### config.mk
export PLATFORM = sky130hd
export DESIGN_NAME = rcw_front
export DESIGN_NICKNAME = d
export VERILOG_FILES = /design/src/hw/rtl/rcw_pkg.sv /design/src/hw/rtl/rcw_front.sv
export SDC_FILE = /design/constraint.sdc
export NUM_CORES = 1
export LEC_CHECK = 0
export ABC_AREA = 1
export BUFFER_PORTS_ARGS = -buffer_cell sky130_fd_sc_hd__buf_2
export CAP_MARGIN = 20
export CORE_ASPECT_RATIO = 1.25
export CORE_UTILIZATION = 45
export DETAILED_ROUTE_END_ITERATION = 10
export PLACE_DENSITY = 0.75
export SLEW_MARGIN = 20
export SYNTH_ARGS = -nofsm -noshare
export SYNTH_HDL_FRONTEND = slang
export SYNTH_SLANG_ARGS = --single-unit
### constraint.sdc
create_clock -name i_clk -period 10.7 [get_ports i_clk]
set_clock_uncertainty 0.05 [all_clocks]
set_input_delay 1.605 -clock i_clk [delete_from_list [all_inputs] [get_ports i_clk]]
set_output_delay 1.605 -clock i_clk [all_outputs]
set_load 0.01 [all_outputs]
### src/hw/rtl/rcw_pkg.sv
// ----------------------------------------------------------------------------
// rcw_pkg
// Types and constants shared by the wall column raycaster modules.
// ----------------------------------------------------------------------------
package rcw_pkg;

    localparam int MAP_SIZE      = 32;
    localparam int MAP_BITS      = 5;
    localparam int TEX_SIZE      = 64;
    localparam int TEX_BITS      = 6;
    localparam int SCREEN_WIDTH  = 64;
    localparam int SCREEN_HEIGHT = 64;
    localparam int ONE_Q16       = 65536;
    // cam = column * 2 * ONE / SCREEN_WIDTH - ONE, as a shift
    localparam int CAM_SHIFT     = 11;

    localparam logic [30:0] DIST_MAX = 31'h7FFF_FFFF;

    localparam logic [1:0] MODE_CAST   = 2'd0;
    localparam logic [1:0] MODE_MAP_WR = 2'd1;
    localparam logic [1:0] MODE_TEX_WR = 2'd2;

    localparam logic [2:0] CFG_POS_X   = 3'd0;
    localparam logic [2:0] CFG_POS_Y   = 3'd1;
    localparam logic [2:0] CFG_DIR_X   = 3'd2;
    localparam logic [2:0] CFG_DIR_Y   = 3'd3;
    localparam logic [2:0] CFG_PLANE_X = 3'd4;
    localparam logic [2:0] CFG_PLANE_Y = 3'd5;

    typedef enum logic [1:0] {
        OP_CAST,
        OP_MAP_WR,
        OP_TEX_WR
    } t_op;

    typedef struct packed {
        t_op         op;
        logic [5:0]  column;
        logic [9:0]  map_addr;
        logic [3:0]  cell_value;
        logic [13:0] tex_addr;
        logic [23:0] texel_color;
    } t_item;

    typedef struct packed {
        logic        last;
        logic [23:0] color;
        logic [5:0]  column;
        logic [5:0]  row;
    } t_pixel;

    typedef enum logic [4:0] {
        S_IDLE,
        S_RAY,
        S_DX_GO,
        S_DX_WAIT,
        S_DY_GO,
        S_DY_WAIT,
        S_SIDE,
        S_STEP,
        S_CHK,
        S_LOOK,
        S_PERP,
        S_DH_GO,
        S_DH_WAIT,
        S_HIT,
        S_DT_GO,
        S_DT_WAIT,
        S_TPOS,
        S_PIX,
        S_PLOAD
    } t_state;

endpackage

### src/hw/rtl/rcw_front.sv
// ----------------------------------------------------------------------------
// rcw_front
// Accepts input items, classifies them by mode and holds them in a
// two-entry queue for the back end.
// ----------------------------------------------------------------------------
module rcw_front (
    input  logic           i_clk,
    input  logic           i_rst_n,
    input  logic           s_axis_tvalid,
    output logic           s_axis_tready,
    input  logic [63:0]    s_axis_tdata,
    input  logic [1:0]     s_axis_tuser,
    output logic           o_q_valid,
    input  logic           i_q_ready,
    output rcw_pkg::t_item o_q_item
);
    import rcw_pkg::*;

    t_item      r_buf [2];
    logic       r_wp;
    logic       r_rp;
    logic [1:0] r_cnt;
    t_item      w_item;
    logic       w_keep;
    logic       w_push;
    logic       w_pop;

    always_comb begin
        w_item.column      = s_axis_tdata[5:0];
        w_item.map_addr    = {s_axis_tdata[15:11], s_axis_tdata[10:6]};
        w_item.cell_value  = s_axis_tdata[19:16];
        w_item.tex_addr    = {s_axis_tdata[21:20], s_axis_tdata[27:22],
                              s_axis_tdata[33:28]};
        w_item.texel_color = s_axis_tdata[57:34];
        w_item.op          = OP_CAST;
        w_keep             = 1'b1;
        case (s_axis_tuser)
            MODE_CAST:   w_item.op = OP_CAST;
            MODE_MAP_WR: w_item.op = OP_MAP_WR;
            MODE_TEX_WR: w_item.op = OP_TEX_WR;
            default:     w_keep    = 1'b0;
        endcase
    end

    assign s_axis_tready = r_cnt != 2'd2;
    assign o_q_valid     = r_cnt != 2'd0;
    assign o_q_item      = r_buf[r_rp];
    // drop unknown modes at the door
    assign w_push        = s_axis_tvalid && s_axis_tready && w_keep;
    assign w_pop         = o_q_valid && i_q_ready;

    always_ff @(posedge i_clk) begin
        if (!i_rst_n) begin
            r_wp  <= 1'b0;
            r_rp  <= 1'b0;
            r_cnt <= '0;
        end else begin
            if (w_push) begin
                r_wp <= ~r_wp;
            end
            if (w_pop) begin
                r_rp <= ~r_rp;
            end
            r_cnt <= r_cnt + 2'(w_push) - 2'(w_pop);
        end
    end

    always_ff @(posedge i_clk) begin
        if (w_push) begin
            r_buf[r_wp] <= w_item;
        end
    end

endmodule

==> reports/results.ini <==
[sta]
fin_crit_ps=3646
period_share_pct=34.07
rsz0062_at_grt=false
drv_slew=0
finalSetupViolCount=0
slew_headroom_pct=53.28
setup_tns_ps=0
hold_viol=0
max_slew.worst_pin.slew_ps=700.8
max_clock_freq_mhz=274.3

[cts]
ctsHoldBuffers=0
cts_tree=built
htree_levels=4
clock_sinks=125
clk_pin_slew_worst_paths_ps=50
ctsResizeCount=0
cts_root_buf=clkbuf_16
postCtsSetupBuffers=0
numCtsBuffers=17
clk-insertion-delay-late_ps=400
clock_tree.buffer_depth=2

[synthesis]
avgSynthCellArea_sq_um=21.50
synth-seq-cells=125
synth_warnings=0
synth_nets=299
ys_seq_area_share_pct=75.55
ys_types=15
synth_cells=228
syn-cell-area_sq_um=4902

[job]
max-cap-violations=0

[route]
wirelength_um=7834
routedWlPerCell_um=15.27
first_pass_iters=4
drt_iter0_drc=99
postRouteAntennaNets=0
vias_per_cell=4.772
drc_errors=0
num_vias=2448

[grt]
grt.total_usage_pct=14.46
grt_pass1_vias=2493
grt_pass1_wl_um=11850
grt_remaining_overflow=0
grt_max_degree=61
antenna_found_initial=3

[finish]
drive_gt1_share_pct=58.58
final_cell_area_sq_um=6175
fillers=827
final_cell_mix=buf_2 (125), edfxtp_1 (120), mux2_4 (60), clkbuf_16 (17), inv_1 (10)
area_growth_pct=25.96
nets=439
mostFrequentLayoutCell=buf_2

[die]
fp.coreArea_sq_um=10620
die-area_sq_um=11320
die_y_um=118.7
fp.dieW_um=95.36
rows=42
initial_utilization_pct=46.18
ios=132

[setup_path]
critPathLaunchType=register
critPathSlowestCell=dfxtp_4
crit_path_cell_trace=buf_12 > mux2_4 > buf_2
crit_type=reg -> out
cp_data_required_time_ps=9050
cp-end-kind=output pin
crit_buf_inv=2
cp_max_fo=36
arrival_ps=1990
cpLargestDelayFamily=flip-flops
max_stage_delay_ps=810

[power_and_ir_drop]
p_per_area_nw_per_um2=237.9
p_leak_nw=2.465
ir_drop_v=0.0001913

[status]
status=completed

[place]
gp_congestion=0.7059
io_buffers=125
dp_hpwl_um=5124
place_area_sq_um=5595

[min_path]
hold_class=reg -> reg

[kinds of logic (layout without fill, tap and decap cells)]
family / Yosys count / count (layout) / share of synthesized area (%)
XOR/XNOR: 1 / 1 / 0.1787
AND/OR/NAND/NOR: 19 / 19 / 1.608
buffers and inverters: 17 / 168 / 3.446
other: 0 / 2 / 0
AO/OA/AOI/OAI: 5 / 5 / 0.5869
multiplexers: 60 / 60 / 18.38
flip-flops: 125 / 125 / 75.55
adder cells (fa/ha/maj): 1 / 1 / 0.2552
[state kept, by name, indices dropped and copies added, names as in the netlist, named ones only]
register	flops
r_rp	1
r_buf	120
r_cnt	2
r_wp	1
[worst min-delay path: stages, from the launching register on]
cell and delay (ps):
dfxtp_1 290, inv_1 70, a21oi_1 60
[cell usage after synthesis]
cell | n | area (sq um)
a21oi_1 | 3 | 15.01
nand2_1 | 9 | 33.78
o21ai_2 | 1 | 8.760
edfxtp_1 | 120 | 3603
xor2_1 | 1 | 8.760
o21ai_0 | 1 | 5.000
buf_12 | 6 | 120.1
nand3_1 | 1 | 5.000
mux2_4 | 60 | 900.9
nor2_1 | 8 | 30.03
nand3_2 | 1 | 10.01
dfxtp_1 | 5 | 100.1
ha_1 | 1 | 12.51
inv_1 | 10 | 37.54
buf_6 | 1 | 11.26
[layer usage]
layer | global-route usage (%) | vias up | routed length, um
met1 | 15.28 | 1189 | 3032
li1 | - | 1158 | -
met4 | 6.250 | 4 | 96
met2 | 24.87 | 81 | 4133
met3 | 5.727 | 16 | 553
met5 | 0 | - | 18
[worst paths after layout]
check                           slack, ps     start  cells after the start      endpoint
worst max-delay path                 7050  register                      3  o_q_item[18]
worst min-delay path                  410      r_rp                      2      register
worst max register to register       8470  r_cnt[0]                      5  r_buf[1][54]
worst min register to register        410      r_rp                      2      register
[where the power goes]
group	switching, mW	leakage [nW]	internal [mW]	total, mW
Sequential	0.0384	1.15	0.602	0.641
Combinational	0.135	1.04	0.163	0.299
Clock	0.191	0.267	0.338	0.529
Total	0.365	2.46	1.10	1.47
[final cells by class]
cell class	instances	area (sq um)	share of cell area [%]
clock buffers	18	429.2	6.950
diodes	2	5.005	0.08105
well taps	132	165.2	2.675
inverters	10	37.54	0.6079
multi-input cells	86	1045	16.92
clock inverters	12	125.1	2.026
flip-flops and latches	125	3707	60.04
repair buffers	128	660.6	10.70
[metrics by stage]
| step | power [mW] | std cells | utilization [%] | hold slack, ps | setup WS (ps) |
|---|---|---|---|---|---|
| 2_1_floorplan | 0.8754 | 228 | - | 397.4 | 5808 |
| 3_3_place_gp | 0.9452 | 480 | 52.71 | 399.4 | 7227 |
| 3_5_place_dp | 0.9549 | 480 | 52.71 | 409.5 | 7173 |
| 5_1_grt | 1.530 | 512 | 58.14 | 440.0 | 6969 |
| 6_report | 1.469 | 513 | 58.17 | 409.5 | 7054 |
| 4_1_cts | 1.487 | 510 | 57.93 | 420.2 | 6960 |
No activity file was read; power rests on OpenSTA's default activity.
